==> src/lkvc_pkg.sv <==
// Package for the LRU key/value cache: status codes, mode codes, sequencer states and the
// layout of one stored entry. No dependencies.

package lkvc_pkg;

    localparam int KEY_W   = 32;
    localparam int VALUE_W = 32;
    localparam int STAMP_W = 32;

    localparam logic [2:0] ST_NEW     = 3'd0;
    localparam logic [2:0] ST_UPDATE  = 3'd1;
    localparam logic [2:0] ST_REPLACE = 3'd2;
    localparam logic [2:0] ST_HIT     = 3'd3;
    localparam logic [2:0] ST_MISS    = 3'd4;

    localparam logic MODE_INSERT = 1'b0;
    localparam logic MODE_READ   = 1'b1;

    typedef enum logic [1:0] {
        S_IDLE,
        S_SCAN,
        S_DRAIN,
        S_WRITE
    } t_state;

    typedef struct packed {
        logic [KEY_W-1:0]   key;
        logic [VALUE_W-1:0] value;
        logic [STAMP_W-1:0] stamp;
    } t_entry;

endpackage

==> src/lkvc_ram.sv <==
// Generic single-write, single-read synchronous RAM with registered read data.
// No dependencies.

module lkvc_ram #(
    parameter int WIDTH = 8,
    parameter int DEPTH = 16
) (
    input  logic                                 i_clk,
    input  logic                                 i_we,
    input  logic [(DEPTH > 1 ? $clog2(DEPTH) : 1)-1:0] i_waddr,
    input  logic [WIDTH-1:0]                     i_wdata,
    input  logic                                 i_re,
    input  logic [(DEPTH > 1 ? $clog2(DEPTH) : 1)-1:0] i_raddr,
    output logic [WIDTH-1:0]                     o_rdata
);

    logic [WIDTH-1:0] r_mem [DEPTH];
    logic [WIDTH-1:0] r_rdata;

    always_ff @(posedge i_clk) begin
        if (i_we) begin
            r_mem[i_waddr] <= i_wdata;
        end
        if (i_re) begin
            r_rdata <= r_mem[i_raddr];
        end
    end

    assign o_rdata = r_rdata;

endmodule

==> src/lru_key_value_cache.sv <==
// Top level of the fully associative LRU key/value cache.
// Depends on lkvc_pkg and lkvc_ram.

// A command is taken at a rising edge with start high and busy low; busy then
// stays high through the scan, drain and write states, and the next command
// can be taken at the end of the first cycle with busy low. The scan sets the
// pace: key, value and stamp of every entry sit in one RAM whose single read
// port visits one entry per cycle, followed by a drain state for the last
// read, a write state that writes the chosen entry back and an idle state in
// which the next command is taken. The result appears on the o_ ports with
// o_strobe high for exactly one cycle, the first cycle with busy low; the
// receiver cannot stall it, so capture it then. A new command may be started
// in that same cycle. Capacity is written through the cfg channel (always
// ready); the user must write it only while the block is idle, which the block
// itself does not enforce. 0 acts as 1 and values above ENTRIES act as
// ENTRIES. Valid bits are flip-flops cleared by reset, so no clearing pass is
// needed.

module lru_key_value_cache #(
    parameter int ENTRIES = 16
) (
    input  logic        i_clk,
    input  logic        i_rst_n,
    // command channel
    input  logic        start,
    output logic        busy,
    input  logic        i_mode,
    input  logic [31:0] i_key,
    input  logic [31:0] i_value,
    // result channel
    output logic        o_strobe,
    output logic [2:0]  o_status,
    output logic [31:0] o_read_value,
    output logic [3:0]  o_slot,
    output logic [31:0] o_evicted_key,
    // configuration channel
    input  logic        i_cfg_valid,
    output logic        o_cfg_ready,
    input  logic [4:0]  i_cfg_data
);

    localparam int IW = (ENTRIES > 1) ? $clog2(ENTRIES) : 1;
    localparam int CW = $clog2(ENTRIES + 1);
    localparam logic [IW-1:0] LAST_IDX = IW'(ENTRIES - 1);
    localparam logic [8:0]    ENTRIES_9 = 9'(ENTRIES);
    localparam logic [31:0]   STAMP_MAX = 32'hFFFF_FFFF;

    // control state
    lkvc_pkg::t_state r_state, n_state;
    logic [ENTRIES-1:0] r_valid;
    logic [4:0]         r_capacity;
    logic [31:0]        r_use;
    logic [IW-1:0]      r_addr;
    logic               r_chk;
    logic [IW-1:0]      r_chk_idx;
    logic               r_strobe;

    // captured command
    logic        r_mode;
    logic [31:0] r_key;
    logic [31:0] r_val;

    // scan trackers
    logic          r_hit_f;
    logic [IW-1:0] r_hit_idx;
    logic [31:0]   r_hit_val;
    logic          r_vic_f;
    logic [IW-1:0] r_vic_idx;
    logic [31:0]   r_vic_stamp;
    logic [31:0]   r_vic_key;
    logic          r_free_f;
    logic [IW-1:0] r_free_idx;
    logic [CW-1:0] r_count;

    // result registers
    logic [2:0]    r_status;
    logic [31:0]   r_rdata;
    logic [IW-1:0] r_slot;
    logic [31:0]   r_evict;

    // RAM interface
    logic             ram_we;
    logic [IW-1:0]    ram_waddr;
    lkvc_pkg::t_entry ram_wdata;
    logic             ram_re;
    lkvc_pkg::t_entry ram_rdata;

    // write-phase decision
    logic          accept;
    logic [8:0]    cap_eff;
    logic [31:0]   stamp_next;
    logic          set_valid;
    logic          bump_use;
    logic [2:0]    n_status;
    logic [31:0]   n_rdata;
    logic [IW-1:0] n_slot;
    logic [31:0]   n_evict;
    logic [IW+3:0] slot_wide;

    assign accept      = start && !busy;
    assign busy        = (r_state != lkvc_pkg::S_IDLE);
    assign o_cfg_ready = 1'b1;
    assign stamp_next  = (r_use == STAMP_MAX) ? r_use : r_use + 32'd1;

    lkvc_ram #(
        .WIDTH ($bits(lkvc_pkg::t_entry)),
        .DEPTH (ENTRIES)
    ) u_ram (
        .i_clk   (i_clk),
        .i_we    (ram_we),
        .i_waddr (ram_waddr),
        .i_wdata (ram_wdata),
        .i_re    (ram_re),
        .i_raddr (r_addr),
        .o_rdata (ram_rdata)
    );

    // Clamp capacity to 1..ENTRIES.
    always_comb begin
        cap_eff = {4'b0, r_capacity};
        if (cap_eff == 9'd0) begin
            cap_eff = 9'd1;
        end else if (cap_eff > ENTRIES_9) begin
            cap_eff = ENTRIES_9;
        end
    end

    // Sequencer: scan every entry, drain the last read, then write back.
    always_comb begin
        n_state = r_state;
        ram_re  = 1'b0;
        unique case (r_state)
            lkvc_pkg::S_IDLE: begin
                if (accept) begin
                    n_state = lkvc_pkg::S_SCAN;
                end
            end
            lkvc_pkg::S_SCAN: begin
                ram_re = 1'b1;
                if (r_addr == LAST_IDX) begin
                    n_state = lkvc_pkg::S_DRAIN;
                end
            end
            lkvc_pkg::S_DRAIN: begin
                n_state = lkvc_pkg::S_WRITE;
            end
            lkvc_pkg::S_WRITE: begin
                n_state = lkvc_pkg::S_IDLE;
            end
            default: begin
                n_state = lkvc_pkg::S_IDLE;
            end
        endcase
    end

    // Decide the write-back and the result from the finished scan.
    always_comb begin
        ram_we          = 1'b0;
        ram_waddr       = r_hit_idx;
        ram_wdata.key   = r_key;
        ram_wdata.value = r_val;
        ram_wdata.stamp = stamp_next;
        set_valid       = 1'b0;
        bump_use        = 1'b1;
        n_status        = lkvc_pkg::ST_MISS;
        n_rdata         = 32'd0;
        n_slot          = '0;
        n_evict         = 32'd0;
        priority if (r_mode == lkvc_pkg::MODE_READ) begin
            if (r_hit_f) begin
                // Restamp a hit, keep its value.
                ram_we          = 1'b1;
                ram_wdata.value = r_hit_val;
                n_status        = lkvc_pkg::ST_HIT;
                n_rdata         = r_hit_val;
                n_slot          = r_hit_idx;
            end else begin
                bump_use = 1'b0;
            end
        end else if (r_hit_f) begin
            ram_we   = 1'b1;
            n_status = lkvc_pkg::ST_UPDATE;
            n_slot   = r_hit_idx;
        end else if ((9'(r_count) < cap_eff) && r_free_f) begin
            // Fill the lowest free entry; the first fill of an empty cache
            // takes the counter as it stands.
            ram_we    = 1'b1;
            ram_waddr = r_free_idx;
            set_valid = 1'b1;
            n_status  = lkvc_pkg::ST_NEW;
            n_slot    = r_free_idx;
            if (r_count == '0) begin
                ram_wdata.stamp = r_use;
                bump_use        = 1'b0;
            end
        end else begin
            // Replace the oldest valid entry, key included.
            ram_we    = 1'b1;
            ram_waddr = r_vic_idx;
            n_status  = lkvc_pkg::ST_REPLACE;
            n_slot    = r_vic_idx;
            n_evict   = r_vic_key;
        end
        if (r_state != lkvc_pkg::S_WRITE) begin
            ram_we    = 1'b0;
            set_valid = 1'b0;
            bump_use  = 1'b0;
        end
    end

    always_ff @(posedge i_clk) begin
        if (!i_rst_n) begin
            r_state    <= lkvc_pkg::S_IDLE;
            r_valid    <= '0;
            r_capacity <= 5'd16;
            r_use      <= 32'd0;
            r_addr     <= '0;
            r_chk      <= 1'b0;
            r_strobe   <= 1'b0;
        end else begin
            r_state  <= n_state;
            r_chk    <= ram_re;
            r_strobe <= (r_state == lkvc_pkg::S_WRITE);
            if (i_cfg_valid && o_cfg_ready) begin
                r_capacity <= i_cfg_data;
            end
            if (accept) begin
                r_addr <= '0;
            end else if (ram_re && (r_addr != LAST_IDX)) begin
                r_addr <= r_addr + IW'(1);
            end
            if (set_valid) begin
                r_valid[ram_waddr] <= 1'b1;
            end
            if (bump_use) begin
                r_use <= stamp_next;
            end
        end
    end

    // Capture the command, clear trackers on accept, fold in each read beat.
    always_ff @(posedge i_clk) begin
        r_chk_idx <= r_addr;
        if (accept) begin
            r_mode   <= i_mode;
            r_key    <= i_key;
            r_val    <= i_value;
            r_hit_f  <= 1'b0;
            r_vic_f  <= 1'b0;
            r_free_f <= 1'b0;
            r_count  <= '0;
        end else if (r_chk) begin
            if (r_valid[r_chk_idx]) begin
                r_count <= r_count + CW'(1);
                if (!r_hit_f && (ram_rdata.key == r_key)) begin
                    r_hit_f   <= 1'b1;
                    r_hit_idx <= r_chk_idx;
                    r_hit_val <= ram_rdata.value;
                end
                // Strict less-than keeps the lowest index among equal stamps.
                if (!r_vic_f || (ram_rdata.stamp < r_vic_stamp)) begin
                    r_vic_f     <= 1'b1;
                    r_vic_idx   <= r_chk_idx;
                    r_vic_stamp <= ram_rdata.stamp;
                    r_vic_key   <= ram_rdata.key;
                end
            end else if (!r_free_f) begin
                r_free_f   <= 1'b1;
                r_free_idx <= r_chk_idx;
            end
        end
        if (r_state == lkvc_pkg::S_WRITE) begin
            r_status <= n_status;
            r_rdata  <= n_rdata;
            r_slot   <= n_slot;
            r_evict  <= n_evict;
        end
    end

    assign slot_wide     = {4'b0, r_slot};
    assign o_strobe      = r_strobe;
    assign o_status      = r_status;
    assign o_read_value  = r_rdata;
    assign o_slot        = slot_wide[3:0];
    assign o_evicted_key = r_evict;

endmodule
==> config.mk <==
export PLATFORM = sky130hd
export DESIGN_NAME = lru_key_value_cache
export DESIGN_NICKNAME = d
export VERILOG_FILES = /design/src/lkvc_pkg.sv /design/src/lkvc_ram.sv /design/src/lru_key_value_cache.sv
export SDC_FILE = /design/constraint.sdc
export NUM_CORES = 2
export LEC_CHECK = 0
export ABC_AREA = 1
export BUFFER_PORTS_ARGS = -buffer_cell sky130_fd_sc_hd__buf_2
export CAP_MARGIN = 20
export CELL_PAD_IN_SITES_DETAIL_PLACEMENT = 1
export CELL_PAD_IN_SITES_GLOBAL_PLACEMENT = 1
export CORE_AREA = 3 3 490 492
export CTS_CLUSTER_DIAMETER = 100
export DETAILED_ROUTE_END_ITERATION = 10
export DIE_AREA = 0 0 493 495
export HOLD_SLACK_MARGIN = 0.15
export PLACE_DENSITY_LB_ADDON = 0.12
export SYNTH_ARGS = -nofsm -noshare
export SYNTH_HDL_FRONTEND = slang
export SYNTH_HIERARCHICAL = 1
export SYNTH_SLANG_ARGS = --single-unit
==> constraint.sdc <==
create_clock -name i_clk -period 7.65 [get_ports i_clk]
set_clock_uncertainty 0.05 [all_clocks]
set_input_delay 1.1475 -clock i_clk [delete_from_list [all_inputs] [get_ports i_clk]]
set_output_delay 1.1475 -clock i_clk [all_outputs]
set_load 0.02 [all_outputs]
---- Word-level counts from Yosys, hierarchy flattened ----
Memories as Yosys holds them, arrays and structs flattened. A register that Yosys moved wholly into a read port is not among the register bits.
Index checks and enable logic that the tools add are counted.
word-level totals
  logic and storage cells ................. 114
  output and inout bits ................... 74
  memories ................................ 1
  register bits after elaboration ......... 317
  memory bits (writable) .................. 1,536
memories
  name         words  bits a word  rd ports  clocked after Yosys merged registers in  write ports  line            source
  u_ram.r_mem  16     96           1         1                                        1            lkvc_ram.sv:17  logic [WIDTH-1:0] r_mem [DEPTH];
cells by class
  bitwise gates (word level) .............. 5
  $lt $le $gt $ge ......................... 6
  eq/ne operators ......................... 10
  muxes and demuxes ....................... 40
  reduce and logical (&&, ||, !) cells .... 24
  add/subtract/negate cells ............... 3
operators with widths
  operator                                                     count
  2-to-1 mux 32 bit                                            7
  adder 32 x 1 -> 32 bit (second input constant)               1
  equality test 32 bit                                         1
  equality test 32 bit (second input constant)                 1
  less-than comparator 32 bit                                  1
  2-to-1 mux 4 bit                                             5
  2-to-1 mux 1 bit                                             17
  bitwise OR 16 bit                                            1
  AND reduction 4 bit                                          3
  zero test 5 bit                                              2
  less-than comparator 4 x 5 -> 1 bit (second input constant)  2
  less-than comparator 5 x 9 -> 1 bit                          1
  2-to-1 mux 9 bit                                             1
  2-to-1 mux 2 bit                                             4
  case mux 2 bit (4 select lines)                              1
  AND reduction 2 bit                                          4
  2-to-1 mux 3 bit                                             2
  != test 2 bit (second input constant)                        3
  AND reduction 3 bit                                          2
  adder 5 x 1 -> 5 bit (second input constant)                 1
  > comparator 5 bit (second input constant)                   1
  logical AND 1 bit                                            5
  2-to-1 mux 5 bit                                             1
  adder 4 x 1 -> 4 bit (second input constant)                 1
  other kinds (14)                                             20

---- Logic depth before layout (Yosys ltp) ----
  depth after elaboration ................. 13
  mapped depth ............................ 15

---- Hierarchy ----
The synthesis kept the hierarchy.
modules (own cells, without submodules)
  module               cells an instance  seq. area each (um^2)  area an instance (um^2)  instances
  lkvc_ram             6,303              49,007.0               68,697.1                 1
  lru_key_value_cache  1,348              8,788.4                13,962.1                 1

---- Worst setup path before layout ----
OpenSTA, ideal clock, no wires.
  path type ............................... register to register
  from .................................... register r_state[0]
  to ...................................... memory u_ram/r_mem[0][0] in the netlist's numbering (enable)
  arrival ................................. 7.100 ns
  library setup time ...................... 0.552 ns
  path slack .............................. -0.052 ns
  path buffers ............................ 0
  required time ........................... 7.048 ns
  clock period less this slack ............ 7.702 ns
  stages on the path, launching flop included .. 6
  cell sequence ........................... dfxtp_1 ha_1 inv_1 nor2_1 nand3_1 nor2_1
between the ends
  cells in the longest elaborated chain, start to end .. 4
ends and longest elaborated chain
  element                                 line                        source
  start: declaration                      lru_key_value_cache.sv:49   lkvc_pkg::t_state r_state, n_state;
  start signal: assignment                lru_key_value_cache.sv:213  r_state <= lkvc_pkg::S_IDLE;
  start signal: assignment                lru_key_value_cache.sv:221  r_state <= n_state;
  != test 2 bit                           lru_key_value_cache.sv:204  if (r_state != lkvc_pkg::S_WRITE) begin
  2-to-1 mux 1 bit                        lru_key_value_cache.sv:204
  net ram_we                              lru_key_value_cache.sv:82   logic ram_we;
  2-to-1 mux 1 bit                        lkvc_ram.sv:21              if (i_we) begin
  2-to-1 mux 1 bit (implied by the code)  lkvc_ram.sv:22              r_mem[i_waddr] <= i_wdata;
  end: declaration                        lkvc_ram.sv:17
The timed path passes the listed nets, and every way through them passes these cells.

---- Worst setup path in the final report ----
  from .................................... register r_capacity[4]
  to ...................................... memory u_ram/r_mem[11][11] in the netlist's numbering (enable)
between the ends
  cells in the longest elaborated chain, start to end .. 8
ends and longest elaborated chain
  element                                  line                        source
  start: declaration                       lru_key_value_cache.sv:51   logic [4:0] r_capacity;
  start signal: assignment                 lru_key_value_cache.sv:225  r_capacity <= i_cfg_data;
  > comparator 5 bit                       lru_key_value_cache.sv:123  end else if (cap_eff > ENTRIES_9) begin
  2-to-1 mux 5 bit                         lru_key_value_cache.sv:123
  2-to-1 mux 9 bit (*)                     lru_key_value_cache.sv:121  if (cap_eff == 9'd0) begin
  less-than comparator 5 x 9 -> 1 bit (*)  lru_key_value_cache.sv:184  end else if ((9'(r_count) < cap_eff) && r_free_f) begin
  logical AND 1 bit (*)                    lru_key_value_cache.sv:184
  2-to-1 mux 4 bit (*)                     lru_key_value_cache.sv:184
  2-to-1 mux 4 bit (*)                     lru_key_value_cache.sv:180  end else if (r_hit_f) begin
  2-to-1 mux 4 bit (*)                     lru_key_value_cache.sv:169  priority if (r_mode == lkvc_pkg::MODE_READ) begin
  net ram_waddr[0]                         lru_key_value_cache.sv:83   logic [IW-1:0] ram_waddr;
The timed path passes the listed nets; every way through them passes the cells marked *.

==> key figures <==
Synth
  – Post-synth cell types: 46
  – Avg Cell Area, Syn: roughly 11 sq um
  – Synthesis Warnings: 6
  – Post-synth top flop: edfxtp_1
  – Syn Std Cell Area: 82700 sq um
  – Post-synth ARST share: 0%
  – Flops & latches, synth: between 1500 and 2000
  – Post-synth EDFFs: ~1900
  – Synth Instances: roughly 7700
  – Post-synthesis sequential area ratio: 69.9%
  – Mapped Nets: approximately 7800

Clock tree
  – CTS tree: done
  – # clock sinks: 1949
  – # H-tree levels: 4
  – Resized cells post-CTS: 0
  – CTS Root Cell: clkbuf_16
  – Longest Clk Path Bufs: 3
  – Clock slew at reported path FFs: around 60 ps
  – Total CTS buffers: between 200 and 250
  – CTS Hold Bufs: 0
  – Clk_lat worst skew: between 800 and 900 ps
  – Setup Buffers After CTS: 0

Drt
  – Wire length per cell: 22.2 um
  – Drt initial violations: about 3700
  – Via density: 4.84
  – DRT Wirelength: ~250 mm
  – Remaining antenna violation count: 0
  – Drt pass-1 iters: 5
  – Vias: 53800
  – Residual DRC: 0

Worst setup path
  – CP startpoint kind: register
  – Crit path top cell by count: nand3_1
  – Slowest-stage cell, CP: buf_4
  – Critical path capture point type: register
  – CP Class: register to register
  – Worst Path Required: ~8100 ps
  – CP Data Arrival Time: 4880 ps
  – CP Cell Sequence: inv_1 > nand2_1 > ha_1 > nand3_1 > nor2_1 > nand2_2 > nand2_1 > nand3_1 > nand3_1 > nand2_2 > inv_1 > nand3_1 > nor2_4 > buf_4
  – Family with the most delay on the worst path: simple AND/OR/NAND/NOR gates
  – R2R Setup Slk: roughly 3200 ps
  – Bufs and invs on worst path: 3
  – Slowest stage delay, CP: between 800 and 900 ps
  – CP max FO: between 40 and 50

Power and ir drop
  – Net Sw Frac: 28.6%
  – VDD IR max: about 0.19 mV
  – Internal: about 19 mW
  – Gate power share: between 10% and 20%
  – Share of power burned in registers: a little under half
  – Power density cells: ~300 nW/um^2
  – Sw Pwr: just under 8 mW
  – Leakage Power: 38.2 nW
  – Clock power frac: between 30% and 40%
  – Power Total: approximately 27 mW

Die
  – Die Wd: 493 um
  – Site Rows: 178
  – Initial Util: about a third
  – Ports: 148
  – Core area: 236000 sq um
  – Die ar.: 244000 sq um
  – Die Y: just under 500 um

Global routing
  – Gr ovfl total: 0
  – First-pass GRT wire length: approximately 370 mm
  – Initial antenna violation count: 13
  – Vias in the first global route: approximately 56000
  – Largest net degree at the start of global routing: between 150 and 200
  – All-Layer GR Usage: roughly a fifth

Finish
  – Area Overhead vs Synth: 13.3%
  – Final nets: between 7000 and 8000
  – Fillcell total: between 20000 and 30000
  – Non-Filler Instances: about 11000
  – Fraction of layout cells with a size suffix above 1: about 8%
  – Final core utilization: between 30% and 40%

Timing
  – Final setup fails: 0
  – Max frequency: 0.223 GHz
  – Fin crit share: a little under 60%
  – Setup tns final: 0 ps
  – Max-slew headroom: 22.9%
  – Tmin final: around 4500 ps
  – RSZ-0062 raised after global routing: false
  – Final Hold Vio Count: 0
  – Worst Max-Slew Pin Slew: 1160 ps
  – Fin. max-slew vios: 0

Placed design
  – DP HPWL: 125 mm
  – Port bufs: 146
  – Cells after DPL: 10700
  – Placer Congestion: 0.772

Min path
  – HP Class: register to register

Run
  – Total of max-cap violations: 0

Status
  – Outcome: completed
==> final cells by class <==
| cell class | count | area, sq um | area share [%] |
|---|---|---|---|
| multi-input combinational | 3988 | 17900 | 19.1 |
| sequential | 1949 | 57800 | 61.7 |
| timing repair buffer | 271 | 1950 | 2.08 |
| clock buffer | 277 | 5720 | 6.11 |
| inverter | 1358 | 5140 | 5.49 |
| tap | 3150 | 3940 | 4.21 |
| antenna | 4 | 10.0 | 0.0107 |
| clock inverter | 116 | 1180 | 1.26 |
==> routing by layer <==
metal	track usage [%]	share of wire, %	wire, um	up-vias
met5	0	0.0053	13	-
met4	5.15	2.1	5160	2
met3	2.54	3.7	9150	307
met2	33.5	48	117000	880
met1	27.5	47	115000	27400
li1	-	-	-	25300
==> logic make-up (layout without fill, tap and decap cells) <==
logic type                 count (synthesis)  after routing  synth area share, %
and+or+nand+nor                         3714           3714                 19.0
DFF                                     1949           1949                 69.9
buffers and inverters                   1714           2022                 8.70
AOI/OAI and AO/OA                        202            202                 1.36
adders and majority gates                 44             44                0.666
xor gates and xnor gates                  27             27                0.295
other                                      1              5              0.00454
==> flip-flops by register name, summed over array words and instances (netlist names), 5 cells and up <==
| register | cells |
|---|---|
| r_count | 5 |
| o_evicted_key | 32 |
| r_capacity | 5 |
| u_ram/o_rdata | 96 |
| r_vic_stamp | 32 |
| r_key | 32 |
| r_hit_val | 32 |
| r_use | 32 |
| r_val | 32 |
| r_vic_key | 32 |
| o_read_value | 32 |
| u_ram/r_mem | 1536 |
| r_valid | 16 |
==> Yosys cell counts (all sizes together) (7+ instances only) <==
library cell	number	area, sq um
nand3	1219	6110
nor2	198	795
a21oi	62	310
nand4	20	140
edfxtp	1876	56300
clkbuf	93	349
nor4	8	50.1
ha	44	551
or2	10	62.6
buf	263	1740
o211ai	7	52.6
inv	1357	5100
xor2	21	191
o21ai	102	510
nor3	15	97.6
a211oi	23	198
dfxtp	73	1460
nand2	2238	8440
==> power by group through the flow <==
| stage | Clock (mW) | Sequential, mW | Combinational [mW] |
|---|---|---|---|
| 2_1_floorplan | 0 | 13.2 | 2.77 |
| 3_3_place_gp | 0 | 13.2 | 4.15 |
| 3_5_place_dp | 0 | 13.2 | 4.21 |
| 4_1_cts | 10.5 | 13.0 | 4.23 |
| 5_1_grt | 10.9 | 13.1 | 4.65 |
| 6_report | 10.2 | 13.0 | 4.12 |
==> layout by cell type, fill, tap and decap left out, types with 6 or more instances in the layout <==
cell type,Yosys,final
a211oi_1,18,18
a21oi_1,62,61
buf_12,0,21
buf_2,145,146
buf_4,22,103
bufinv_16,0,15
clkbuf_1,93,55
clkbuf_16,0,219
clkinv_1,1,55
clkinv_16,0,8
clkinv_2,0,26
dfxtp_1,73,69
edfxtp_1,1876,1876
ha_1,44,42
inv_1,1348,1346
nand2_1,2230,2229
nand3_1,1217,1216
nand4_1,19,19
nor2_1,189,172
nor2_4,3,20
nor3_1,13,13
nor4_1,8,8
o211ai_1,7,7
o21ai_0,101,81
o21ai_1,1,12
o21ai_2,0,9
or2_2,10,10
xnor2_1,6,6
xor2_1,20,20
==> path summary, 6_finish.rpt <==
path                                    start                            end  cells past startpoint
hold reg to reg   u_ram/o_rdata[46]$_DFFE_PP_        r_hit_val[14]$_DFFE_PP_                      0
setup / recovery   r_capacity[4]$_SDFFE_PN1P_  u_ram/r_mem[11][11]$_DFFE_PP_                     14
hold / removal    u_ram/o_rdata[46]$_DFFE_PP_        r_hit_val[14]$_DFFE_PP_                      0
setup reg to reg   r_capacity[4]$_SDFFE_PN1P_  u_ram/r_mem[11][11]$_DFFE_PP_                     14
==> stage by stage <==
stage / setup slack (ps) / hold slack [ps] / area (sq um)
floorplan: -52.0 / 322 / 82700
global placement: 3040 / 351 / 86600
detailed placement: 3200 / 356 / 86700
CTS: 3100 / 294 / 93600
global route: 2830 / 330 / 93600
finish: 3160 / 351 / 93600
(Power assumes the default switching activity.)
